`config.mk`:
```
export PLATFORM = sky130hd
export DESIGN_NAME = weighted_random_receiver_table
export DESIGN_NICKNAME = d
export VERILOG_FILES = /design/src/rtl/wrrt_pkg.sv /design/src/rtl/wrrt_ram.sv /design/src/rtl/wrrt_div.sv /design/src/rtl/weighted_random_receiver_table.sv
export SDC_FILE = /design/constraint.sdc
export NUM_CORES = 2
export LEC_CHECK = 0
export BUFFER_PORTS_ARGS = -buffer_cell sky130_fd_sc_hd__buf_2
export CORE_ASPECT_RATIO = 1.5
export CORE_UTILIZATION = 30
export CTS_CLUSTER_DIAMETER = 40
export CTS_CLUSTER_SIZE = 20
export DETAILED_ROUTE_END_ITERATION = 10
export PLACE_DENSITY = 0.56
export SLEW_MARGIN = 20
export SYNTH_ARGS = -nofsm -noshare
export SYNTH_HDL_FRONTEND = slang
export SYNTH_HIERARCHICAL = 1
export SYNTH_SLANG_ARGS = --single-unit
```
`constraint.sdc`:
```
create_clock -name clk_i -period 21.9 [get_ports clk_i]
set_clock_uncertainty 0.05 [all_clocks]
set_input_delay 0 -clock clk_i [delete_from_list [all_inputs] [get_ports clk_i]]
set_output_delay 0 -clock clk_i [all_outputs]
set_load 0.1 [all_outputs]
```
`src/rtl/wrrt_pkg.sv`:
```
// Shared constants, codes and payload types of the weighted receiver table.
`timescale 1ns / 1ps
package wrrt_pkg;

  localparam int MAX_ENTRIES = 16;
  localparam int ID_BITS     = 16;
  localparam int FRAC_BITS   = 16;

  localparam int IDX_W = (MAX_ENTRIES > 1) ? $clog2(MAX_ENTRIES) : 1;
  localparam int CNT_W = $clog2(MAX_ENTRIES + 1);
  localparam int IDW   = (ID_BITS < 16) ? ID_BITS : 16;
  localparam int W_W   = FRAC_BITS + 1;
  localparam int NUM_W = W_W + FRAC_BITS;
  localparam int SUM_W = (W_W + CNT_W > 17) ? (W_W + CNT_W) : 17;

  localparam logic [W_W-1:0] ONE = W_W'(1) << FRAC_BITS;

  typedef enum logic [2:0] {
    OP_ADD_EQUAL    = 3'd0,
    OP_ADD_WEIGHTED = 3'd1,
    OP_REMOVE       = 3'd2,
    OP_DRAW         = 3'd3,
    OP_VIEW         = 3'd4
  } op_e;

  typedef enum logic [2:0] {
    ST_OK        = 3'd0,
    ST_FULL      = 3'd1,
    ST_NOT_FOUND = 3'd2,
    ST_NONE      = 3'd3,
    ST_DUP       = 3'd4
  } status_e;

  typedef struct packed {
    logic [2:0]  operation;
    logic [15:0] receiver_id;
    logic [16:0] weight_in;
    logic [16:0] random_value;
  } in_t;

  typedef struct packed {
    logic [2:0]  status;
    logic [15:0] chosen_id;
    logic [16:0] weight_out;
    logic        last;
  } out_t;

endpackage

```
`src/rtl/wrrt_ram.sv`:
```
// Generic single-port-write, single-port-read RAM with registered read data.
`timescale 1ns / 1ps
module wrrt_ram #(
  parameter int WIDTH = 8,
  parameter int DEPTH = 16
) (
  input  logic                             clk_i,
  input  logic                             we_i,
  input  logic [$clog2(DEPTH)-1:0]         waddr_i,
  input  logic [WIDTH-1:0]                 wdata_i,
  input  logic                             re_i,
  input  logic [$clog2(DEPTH)-1:0]         raddr_i,
  output logic [WIDTH-1:0]                 rdata_o
);

  logic [WIDTH-1:0] mem_q [DEPTH];
  logic [WIDTH-1:0] rdata_q;

  always_ff @(posedge clk_i) begin
    if (we_i) begin
      mem_q[waddr_i] <= wdata_i;
    end
    if (re_i) begin
      rdata_q <= mem_q[raddr_i];
    end
  end

  assign rdata_o = rdata_q;

endmodule

```
`src/rtl/wrrt_div.sv`:
```
// Restoring divider producing one quotient bit per cycle.
`timescale 1ns / 1ps
module wrrt_div
  import wrrt_pkg::*;
(
  input  logic             clk_i,
  input  logic             rst_ni,
  input  logic             start_i,
  input  logic [NUM_W-1:0] num_i,
  input  logic [W_W-1:0]   den_i,
  output logic             done_o,
  output logic [NUM_W-1:0] quot_o
);

  localparam int DC_W = $clog2(NUM_W + 1);

  logic [DC_W-1:0]  cnt_q, cnt_d;
  logic             busy_q, busy_d;
  logic             done_q, done_d;
  logic [W_W-1:0]   rem_q, rem_d;
  logic [NUM_W-1:0] quo_q, quo_d;
  logic [W_W-1:0]   den_q, den_d;
  logic [W_W:0]     rem_sh;

  always_comb begin
    cnt_d  = cnt_q;
    busy_d = busy_q;
    done_d = 1'b0;
    rem_d  = rem_q;
    quo_d  = quo_q;
    den_d  = den_q;
    rem_sh = {rem_q, quo_q[NUM_W-1]};
    if (start_i) begin
      busy_d = 1'b1;
      cnt_d  = DC_W'(NUM_W);
      rem_d  = '0;
      quo_d  = num_i;
      den_d  = den_i;
    end else if (busy_q) begin
      // The dividend shifts out of the top while quotient bits enter below.
      if (rem_sh >= {1'b0, den_q}) begin
        rem_d = W_W'(rem_sh - {1'b0, den_q});
        quo_d = {quo_q[NUM_W-2:0], 1'b1};
      end else begin
        rem_d = rem_sh[W_W-1:0];
        quo_d = {quo_q[NUM_W-2:0], 1'b0};
      end
      cnt_d = cnt_q - DC_W'(1);
      if (cnt_q == DC_W'(1)) begin
        busy_d = 1'b0;
        done_d = 1'b1;
      end
    end
  end

  always_ff @(posedge clk_i or negedge rst_ni) begin
    if (!rst_ni) begin
      cnt_q  <= '0;
      busy_q <= 1'b0;
      done_q <= 1'b0;
    end else begin
      cnt_q  <= cnt_d;
      busy_q <= busy_d;
      done_q <= done_d;
    end
  end

  always_ff @(posedge clk_i) begin
    rem_q <= rem_d;
    quo_q <= quo_d;
    den_q <= den_d;
  end

  assign done_o = done_q;
  assign quot_o = quo_q;

endmodule

```
`src/rtl/weighted_random_receiver_table.sv`:
```
// Top level of the weighted random receiver table.
`timescale 1ns / 1ps
// Roulette-wheel receiver table: up to MAX_ENTRIES IDs with Q1.16 weights
// held in two RAMs with registered read data and walked by a sequencer,
// one item at a time. Each visited slot is read, then evaluated, and each
// result passes through the output register. An add does a full ID search
// then one rescale pass; add-equal first runs the shared serial divider and
// remove runs it once per remaining entry when the removed weight is below
// one. The input is ready only while the sequencer is idle; a finished
// result may wait in the output register while the next item is taken.
module weighted_random_receiver_table
  import wrrt_pkg::*;
(
  input  logic clk_i,
  input  logic rst_ni,
  input  logic in_valid_i,
  output logic in_ready_o,
  input  in_t  in_data_i,
  output logic out_valid_o,
  input  logic out_ready_i,
  output out_t out_data_o
);

  typedef enum logic [3:0] {
    S_IDLE, S_FIND_RD, S_FIND_EV, S_FIND_END, S_EQ_DIV, S_UPD_RD, S_UPD_EV,
    S_UPD_DIV, S_FIN, S_DRW_RD, S_DRW_EV, S_VIEW_RD, S_VIEW_EV, S_EMIT
  } state_e;

  state_e               state_q, ret_q;
  logic [IDX_W-1:0]     idx_q, slot_q;
  logic [2:0]           op_q;
  logic [IDW-1:0]       id_q;
  logic [W_W-1:0]       p_q, wnew_q, den_q;
  logic [16:0]          r_q;
  logic [SUM_W-1:0]     sum_q;
  logic [MAX_ENTRIES-1:0] valid_q;
  logic [CNT_W-1:0]     count_q;
  out_t                 res_q, out_q;
  logic                 out_valid_q;

  logic                 out_free, idx_last, more_after, is_add, div_done, div_start;
  logic [IDX_W-1:0]     free_idx;
  logic [IDW-1:0]       id_rdata;
  logic [W_W-1:0]       wt_rdata, wt_wdata, div_den, sat_quot;
  logic [NUM_W-1:0]     div_num, div_quot;
  logic [2*W_W-1:0]     prod;
  logic [SUM_W-1:0]     sum_next;
  logic                 ram_re, wt_we, id_we;
  logic [IDX_W-1:0]     waddr;
  logic [W_W-1:0]       p_sat;

  assign out_free = !out_valid_q || out_ready_i;
  assign idx_last = idx_q == IDX_W'(MAX_ENTRIES - 1);
  assign is_add   = (op_q == OP_ADD_EQUAL) || (op_q == OP_ADD_WEIGHTED);
  assign prod     = wt_rdata * (ONE - p_q);
  assign sum_next = sum_q + SUM_W'(wt_rdata);
  assign sat_quot = (div_quot > NUM_W'(ONE)) ? ONE : div_quot[W_W-1:0];
  assign p_sat    = (in_data_i.weight_in > 17'(ONE)) ? ONE : W_W'(in_data_i.weight_in);

  always_comb begin
    free_idx   = '0;
    more_after = 1'b0;
    for (int j = MAX_ENTRIES - 1; j >= 0; j--) begin
      if (!valid_q[j]) begin
        free_idx = IDX_W'(j);
      end
    end
    for (int j = 0; j < MAX_ENTRIES; j++) begin
      if (IDX_W'(j) > idx_q && valid_q[j]) begin
        more_after = 1'b1;
      end
    end
  end

  // RAM and divider control follows the sequencer state.
  always_comb begin
    ram_re    = 1'b0;
    wt_we     = 1'b0;
    id_we     = 1'b0;
    waddr     = idx_q;
    wt_wdata  = wnew_q;
    div_start = 1'b0;
    div_num   = {wt_rdata, FRAC_BITS'(0)};
    div_den   = den_q;
    case (state_q)
      S_FIND_RD, S_UPD_RD, S_DRW_RD, S_VIEW_RD: begin
        ram_re = valid_q[idx_q];
      end
      S_FIND_END: begin
        if (is_add && !(&valid_q) && op_q == OP_ADD_EQUAL) begin
          div_start = 1'b1;
          div_num   = NUM_W'(ONE);
          div_den   = W_W'(count_q) + W_W'(1);
        end
      end
      S_UPD_EV: begin
        if (op_q == OP_REMOVE) begin
          div_start = 1'b1;
        end else begin
          wt_we = 1'b1;
          if (op_q == OP_ADD_WEIGHTED) begin
            wt_wdata = W_W'(prod >> FRAC_BITS);
          end
        end
      end
      S_UPD_DIV: begin
        wt_we    = div_done;
        wt_wdata = sat_quot;
      end
      S_FIN: begin
        if (is_add) begin
          wt_we = 1'b1;
          id_we = 1'b1;
          waddr = slot_q;
        end
      end
      default: begin
      end
    endcase
  end

  wrrt_ram #(.WIDTH(IDW), .DEPTH(MAX_ENTRIES)) u_id_ram (
    .clk_i   (clk_i),
    .we_i    (id_we),
    .waddr_i (waddr),
    .wdata_i (id_q),
    .re_i    (ram_re),
    .raddr_i (idx_q),
    .rdata_o (id_rdata)
  );

  wrrt_ram #(.WIDTH(W_W), .DEPTH(MAX_ENTRIES)) u_wt_ram (
    .clk_i   (clk_i),
    .we_i    (wt_we),
    .waddr_i (waddr),
    .wdata_i (wt_wdata),
    .re_i    (ram_re),
    .raddr_i (idx_q),
    .rdata_o (wt_rdata)
  );

  wrrt_div u_div (
    .clk_i   (clk_i),
    .rst_ni  (rst_ni),
    .start_i (div_start),
    .num_i   (div_num),
    .den_i   (div_den),
    .done_o  (div_done),
    .quot_o  (div_quot)
  );

  always_ff @(posedge clk_i or negedge rst_ni) begin
    if (!rst_ni) begin
      state_q     <= S_IDLE;
      ret_q       <= S_IDLE;
      valid_q     <= '0;
      count_q     <= '0;
      out_valid_q <= 1'b0;
      idx_q       <= '0;
    end else begin
      // A result taken in the same cycle a new one loads is replaced below.
      if (out_ready_i && !(state_q == S_EMIT && out_free)) begin
        out_valid_q <= 1'b0;
      end
      case (state_q)
        S_IDLE: begin
          if (in_valid_i) begin
            op_q  <= in_data_i.operation;
            id_q  <= IDW'(in_data_i.receiver_id);
            p_q   <= p_sat;
            r_q   <= in_data_i.random_value;
            idx_q <= '0;
            sum_q <= '0;
            case (in_data_i.operation)
              OP_ADD_EQUAL, OP_ADD_WEIGHTED, OP_REMOVE: begin
                state_q <= S_FIND_RD;
              end
              OP_DRAW: begin
                state_q <= S_DRW_RD;
              end
              OP_VIEW: begin
                if (valid_q == '0) begin
                  res_q   <= '{status: ST_NONE, chosen_id: '0, weight_out: '0, last: 1'b1};
                  ret_q   <= S_IDLE;
                  state_q <= S_EMIT;
                end else begin
                  state_q <= S_VIEW_RD;
                end
              end
              default: begin
              end
            endcase
          end
        end
        S_FIND_RD: begin
          if (valid_q[idx_q]) begin
            state_q <= S_FIND_EV;
          end else if (idx_last) begin
            state_q <= S_FIND_END;
          end else begin
            idx_q <= idx_q + IDX_W'(1);
          end
        end
        S_FIND_EV: begin
          if (id_rdata == id_q) begin
            slot_q <= idx_q;
            ret_q  <= S_IDLE;
            if (is_add) begin
              res_q   <= '{status: ST_DUP, chosen_id: '0, weight_out: '0, last: 1'b1};
              state_q <= S_EMIT;
            end else begin
              valid_q[idx_q] <= 1'b0;
              count_q        <= count_q - CNT_W'(1);
              if (wt_rdata < ONE) begin
                den_q   <= ONE - wt_rdata;
                idx_q   <= '0;
                state_q <= S_UPD_RD;
              end else begin
                res_q   <= '{status: ST_OK, chosen_id: '0, weight_out: '0, last: 1'b1};
                state_q <= S_EMIT;
              end
            end
          end else if (idx_last) begin
            state_q <= S_FIND_END;
          end else begin
            idx_q   <= idx_q + IDX_W'(1);
            state_q <= S_FIND_RD;
          end
        end
        S_FIND_END: begin
          ret_q <= S_IDLE;
          if (!is_add) begin
            res_q   <= '{status: ST_NOT_FOUND, chosen_id: '0, weight_out: '0, last: 1'b1};
            state_q <= S_EMIT;
          end else if (&valid_q) begin
            res_q   <= '{status: ST_FULL, chosen_id: '0, weight_out: '0, last: 1'b1};
            state_q <= S_EMIT;
          end else begin
            slot_q <= free_idx;
            idx_q  <= '0;
            if (op_q == OP_ADD_EQUAL) begin
              state_q <= S_EQ_DIV;
            end else begin
              wnew_q  <= p_q;
              state_q <= S_UPD_RD;
            end
          end
        end
        S_EQ_DIV: begin
          if (div_done) begin
            wnew_q  <= div_quot[W_W-1:0];
            state_q <= S_UPD_RD;
          end
        end
        S_UPD_RD: begin
          if (valid_q[idx_q]) begin
            state_q <= S_UPD_EV;
          end else if (idx_last) begin
            state_q <= S_FIN;
          end else begin
            idx_q <= idx_q + IDX_W'(1);
          end
        end
        S_UPD_EV, S_UPD_DIV: begin
          if (state_q == S_UPD_EV && op_q == OP_REMOVE) begin
            state_q <= S_UPD_DIV;
          end else if (state_q == S_UPD_EV || div_done) begin
            if (idx_last) begin
              state_q <= S_FIN;
            end else begin
              idx_q   <= idx_q + IDX_W'(1);
              state_q <= S_UPD_RD;
            end
          end
        end
        S_FIN: begin
          if (is_add) begin
            valid_q[slot_q] <= 1'b1;
            count_q         <= count_q + CNT_W'(1);
          end
          res_q   <= '{status: ST_OK, chosen_id: '0, weight_out: '0, last: 1'b1};
          ret_q   <= S_IDLE;
          state_q <= S_EMIT;
        end
        S_DRW_RD: begin
          if (valid_q[idx_q]) begin
            state_q <= S_DRW_EV;
          end else if (idx_last) begin
            res_q   <= '{status: ST_NONE, chosen_id: '0, weight_out: '0, last: 1'b1};
            ret_q   <= S_IDLE;
            state_q <= S_EMIT;
          end else begin
            idx_q <= idx_q + IDX_W'(1);
          end
        end
        S_DRW_EV: begin
          sum_q <= sum_next;
          ret_q <= S_IDLE;
          if (sum_next >= SUM_W'(r_q)) begin
            res_q   <= '{status: ST_OK, chosen_id: 16'(id_rdata),
                         weight_out: 17'(wt_rdata), last: 1'b1};
            state_q <= S_EMIT;
          end else if (idx_last) begin
            res_q   <= '{status: ST_NONE, chosen_id: '0, weight_out: '0, last: 1'b1};
            state_q <= S_EMIT;
          end else begin
            idx_q   <= idx_q + IDX_W'(1);
            state_q <= S_DRW_RD;
          end
        end
        S_VIEW_RD: begin
          if (valid_q[idx_q]) begin
            state_q <= S_VIEW_EV;
          end else begin
            idx_q <= idx_q + IDX_W'(1);
          end
        end
        S_VIEW_EV: begin
          res_q   <= '{status: ST_OK, chosen_id: 16'(id_rdata),
                       weight_out: 17'(wt_rdata), last: !more_after};
          state_q <= S_EMIT;
          if (more_after) begin
            ret_q <= S_VIEW_RD;
            idx_q <= idx_q + IDX_W'(1);
          end else begin
            ret_q <= S_IDLE;
          end
        end
        S_EMIT: begin
          if (out_free) begin
            out_q       <= res_q;
            out_valid_q <= 1'b1;
            state_q     <= ret_q;
          end
        end
        default: begin
          state_q <= S_IDLE;
        end
      endcase
    end
  end

  assign in_ready_o  = state_q == S_IDLE;
  assign out_valid_o = out_valid_q;
  assign out_data_o  = out_q;

endmodule

```
==> impl_metrics.json <==
{
  "core_area_um2": 154000,
  "die_w_um": 324,
  "fin_crit_sh_pct": 41.3,
  "final_max_slew_viol_count": 0,
  "netlist_top_cells_area": "edfxtp_1 (51%), fa_1 (10%), mux4_2 (5.9%), ha_1 (4.6%), inv_1 (2.9%)",
  "dp_cells": 5533,
  "crit_required_ns": 22.20,
  "outcome": "finished, final reports clean",
  "grt_pass1_vias": 30500,
  "yosysMostFrequentCell": "edfxtp_1",
  "antenna_found_initial": 7,
  "p_per_area_nw_per_um2": 66.0,
  "cts_tree": "built",
  "cp_common_cell": "fa_1",
  "drv_cap": 0,
  "path_class": "register to register",
  "dieArea_um2": 157000,
  "max_stage_delay_ns": 0.75,
  "clkTransAtPathRegs_ns": 0.06,
  "yosysWarningCount": 6,
  "peakVddDrop_mv": 0.0710,
  "power_frac_clock_pct": 50.6,
  "via_per_inst": 4.98,
  "io_buffers": 95,
  "p_leak_nw": 20.2,
  "cts_root_buffer": "clkbuf_16",
  "ios": 96,
  "cts_made_buffers": 104,
  "drc": 0,
  "clock_sinks": 854,
  "die_h_um": 485,
  "wire_per_inst_um": 21.4,
  "ys.flop_type": "edfxtp_1",
  "synth_common_cells": "edfxtp_1 (798), inv_1 (362), nand2_1 (329)",
  "clock.fmax_mhz": 111,
  "post_cts_buffers": 0,
  "dr.pass1.iters": 5,
  "ant_nets": 0,
  "synth_area_um2": 46600,
  "synth_area_leader_cell": "edfxtp_1",
  "clkLatencyLatePin_ns": 0.74,
  "power_frac_seq_pct": 48.7,
  "grt_pass1_wl_um": 187000,
  "wl_um": 125000,
  "syn_avg_cell_area_um2": 13.6,
  "rows": 176,
  "grt.overflow.total": 0,
  "fin_nets": 4152,
  "initialDrtViolationCount": 2512,
  "slew_headroom_pct": 30.2,
  "swShare_pct": 21.9,
  "crit_slowest_cell": "o21ai_1",
  "instances_no_fill": 5820,
  "setup_viol": 0,
  "place_area_um2": 50000,
  "grtUsageTotal_pct": 16.0,
  "finalSetupTns_ns": 0,
  "synth-edff-count": 798,
  "globalplace.congestion": 0.884,
  "vias": 29000,
  "finalHoldViolations": 0,
  "layout_min_cycle_time_ns": 9.04,
  "p_int_mw": 2.82,
  "synth_cells": 3426,
  "synth_seq_cells": 854,
  "async_flop_share_pct": 4.57,
  "syn_to_final_growth_pct": 17.3,
  "worstPathMaxFanout": 21,
  "htreeDepth": 3,
  "design_area_um2": 54600,
  "grt_setup_unrepaired": "no",
  "grt_max_degree": 102,
  "hold_path.class": "primary input to register",
  "drive_above_1_share_pct": 17.3,
  "comb_power_share_pct": 0.7,
  "tightest_slew_ns": 1.04,
  "synth-seq-area-share_pct": 54.3,
  "clock_path_buffers": 3,
  "crit_path_end_kind": "register",
  "synth.top_cell.area_share_pct": 51.4,
  "power_switching_uw": 791,
  "initial_core_util_pct": 30.3,
  "synth_cell_types": 85,
  "cp.arrival_ns": 9.33,
  "critPathLaunchType": "register",
  "dp_hpwl_um": 80700
}
## metal layers
| layer | vias up | GRT usage (%) | part of all wire, % |
|---|---|---|---|
| li1 | 12900 | - | - |
| met1 | 15000 | 19.0 | 39 |
| met2 | 819 | 28.7 | 52 |
| met3 | 235 | 2.14 | 4.4 |
| met4 | 2 | 6.29 | 3.8 |
| met5 | - | 0 | 0.0096 |
## flip-flops by register name, summed over array words and instances, names as in the netlist, 22 cells and up
signal,cells
res_q,37
u_div/quot_o,33
out_data_o,37
sum_q,22
u_id_ram/mem_q,256
u_wt_ram/mem_q,272
## critical path, delay by kind of cell, from the launching register on
kind | cells | cell delay, ns
adders and majority gates | 8 | 3.38
AOI/OAI and AO/OA | 8 | 2.77
buffers and inverters | 6 | 0.84
DFF | 1 | 0.74
xor gates and xnor gates | 2 | 0.59
and+or+nand+nor | 2 | 0.27
## cells in the final DEF (no fill, tap or decap), types with 12 or more instances in the layout
cell | Yosys | layout
edfxtp_1 | 798 | 798
inv_1 | 362 | 361
nand2_1 | 329 | 328
fa_1 | 242 | 242
ha_1 | 172 | 172
and2_1 | 158 | 158
mux4_2 | 123 | 123
clkbuf_16 | 0 | 107
buf_4 | 4 | 107
nor2_1 | 128 | 104
buf_2 | 16 | 95
dlygate4sd3_1 | 0 | 89
a22oi_1 | 84 | 84
o21ai_0 | 84 | 80
a21oi_1 | 79 | 79
xnor2_1 | 62 | 58
mux2_2 | 54 | 54
nor3_1 | 54 | 44
xor2_1 | 45 | 44
dfrtp_1 | 39 | 37
nand3_1 | 33 | 33
a22o_1 | 33 | 33
a21o_1 | 29 | 29
nor2b_1 | 31 | 29
a31oi_1 | 27 | 27
nor4_1 | 27 | 26
nand2b_1 | 26 | 26
nor2_2 | 0 | 23
a211oi_1 | 22 | 21
nand4_1 | 18 | 18
dfxtp_1 | 17 | 17
conb_1 | 1 | 16
clkinv_4 | 0 | 14
inv_6 | 0 | 13
mux4_1 | 13 | 13
and3_1 | 14 | 12
mux2i_1 | 12 | 12
## power groups by stage
stage                     clock network (mW)  registers, mW  logic [mW]
after global routing                    1.92           1.76      0.0258
after global placement                     0           1.79      0.0110
after CTS                               1.86           1.76      0.0237
after floorplan                            0           1.79     0.00201
after detailed placement                   0           1.79      0.0110
final                                   1.83           1.76      0.0237
## logic make-up (layout without fill, tap and decap cells)
kind of cell             count (synthesis)  after routing  synth area share [%]
AO/OA/AOI/OAI                          462            462                  6.87
XOR/XNOR                               108            108                  2.05
adder cells (fa/ha/maj)                414            414                  15.0
buffers and inverters                  520            850                  4.48
flip-flops                             854            854                  54.3
multiplexers                           202            202                  8.24
other                                    1             18               0.00805
AND/OR/NAND/NOR                        865            865                  9.06
## final timing paths
kind	from	endpoint	slack, ns	cells past startpoint
min in group asynchronous	rst_ni	u_div/busy_q$_DFF_PN0_	0.45	4
max in group asynchronous	rst_ni	idx_q[1]$_DFFE_PN0P_	20.82	4
worst min-delay path	in_data_i[33]	p_q[16]$_SDFFCE_PN1P_	0.1	2
worst min register to register	res_q[24]$_DFFE_PP_	out_data_o[24]$_DFFE_PP_	0.41	0
worst max-delay path	p_q[0]$_SDFFCE_PN0P_	u_wt_ram/mem_q[15][15]$_DFFE_PP_	12.86	26
worst max register to register	p_q[0]$_SDFFCE_PN0P_	u_wt_ram/mem_q[15][15]$_DFFE_PP_	12.86	26
## cell type report
class,count,area (µm²)
Clock buffer,116,2710
Clock inverter,80,1040
Multi-Input combinational cell,2067,19500
Inverter,362,1360
Tap cell,2047,2560
Antenna cell,2,5.00
Fill cell,15100,99100
Sequential cell,854,25300
Timing Repair Buffer,292,2190
## what timing repair did
action                                 in CTS  in global routing
endpoints found under the hold margin     117                  0
resized for setup                           0                  0
hold buffers                               89                  0
## stage by stage
step,hold slack (ns),setup WS [ns],total power [mW],util (%)
detailed placement,0.118,12.82,1.80,32.5
global placement,0.118,13.16,1.80,32.5
CTS,0.0484,12.77,3.65,35.5
floorplan,-0.346,13.95,1.80,-
finish,0.0972,12.86,3.61,35.5
global route,0.0598,12.29,3.71,35.5
No activity file was read; power rests on OpenSTA's default activity.
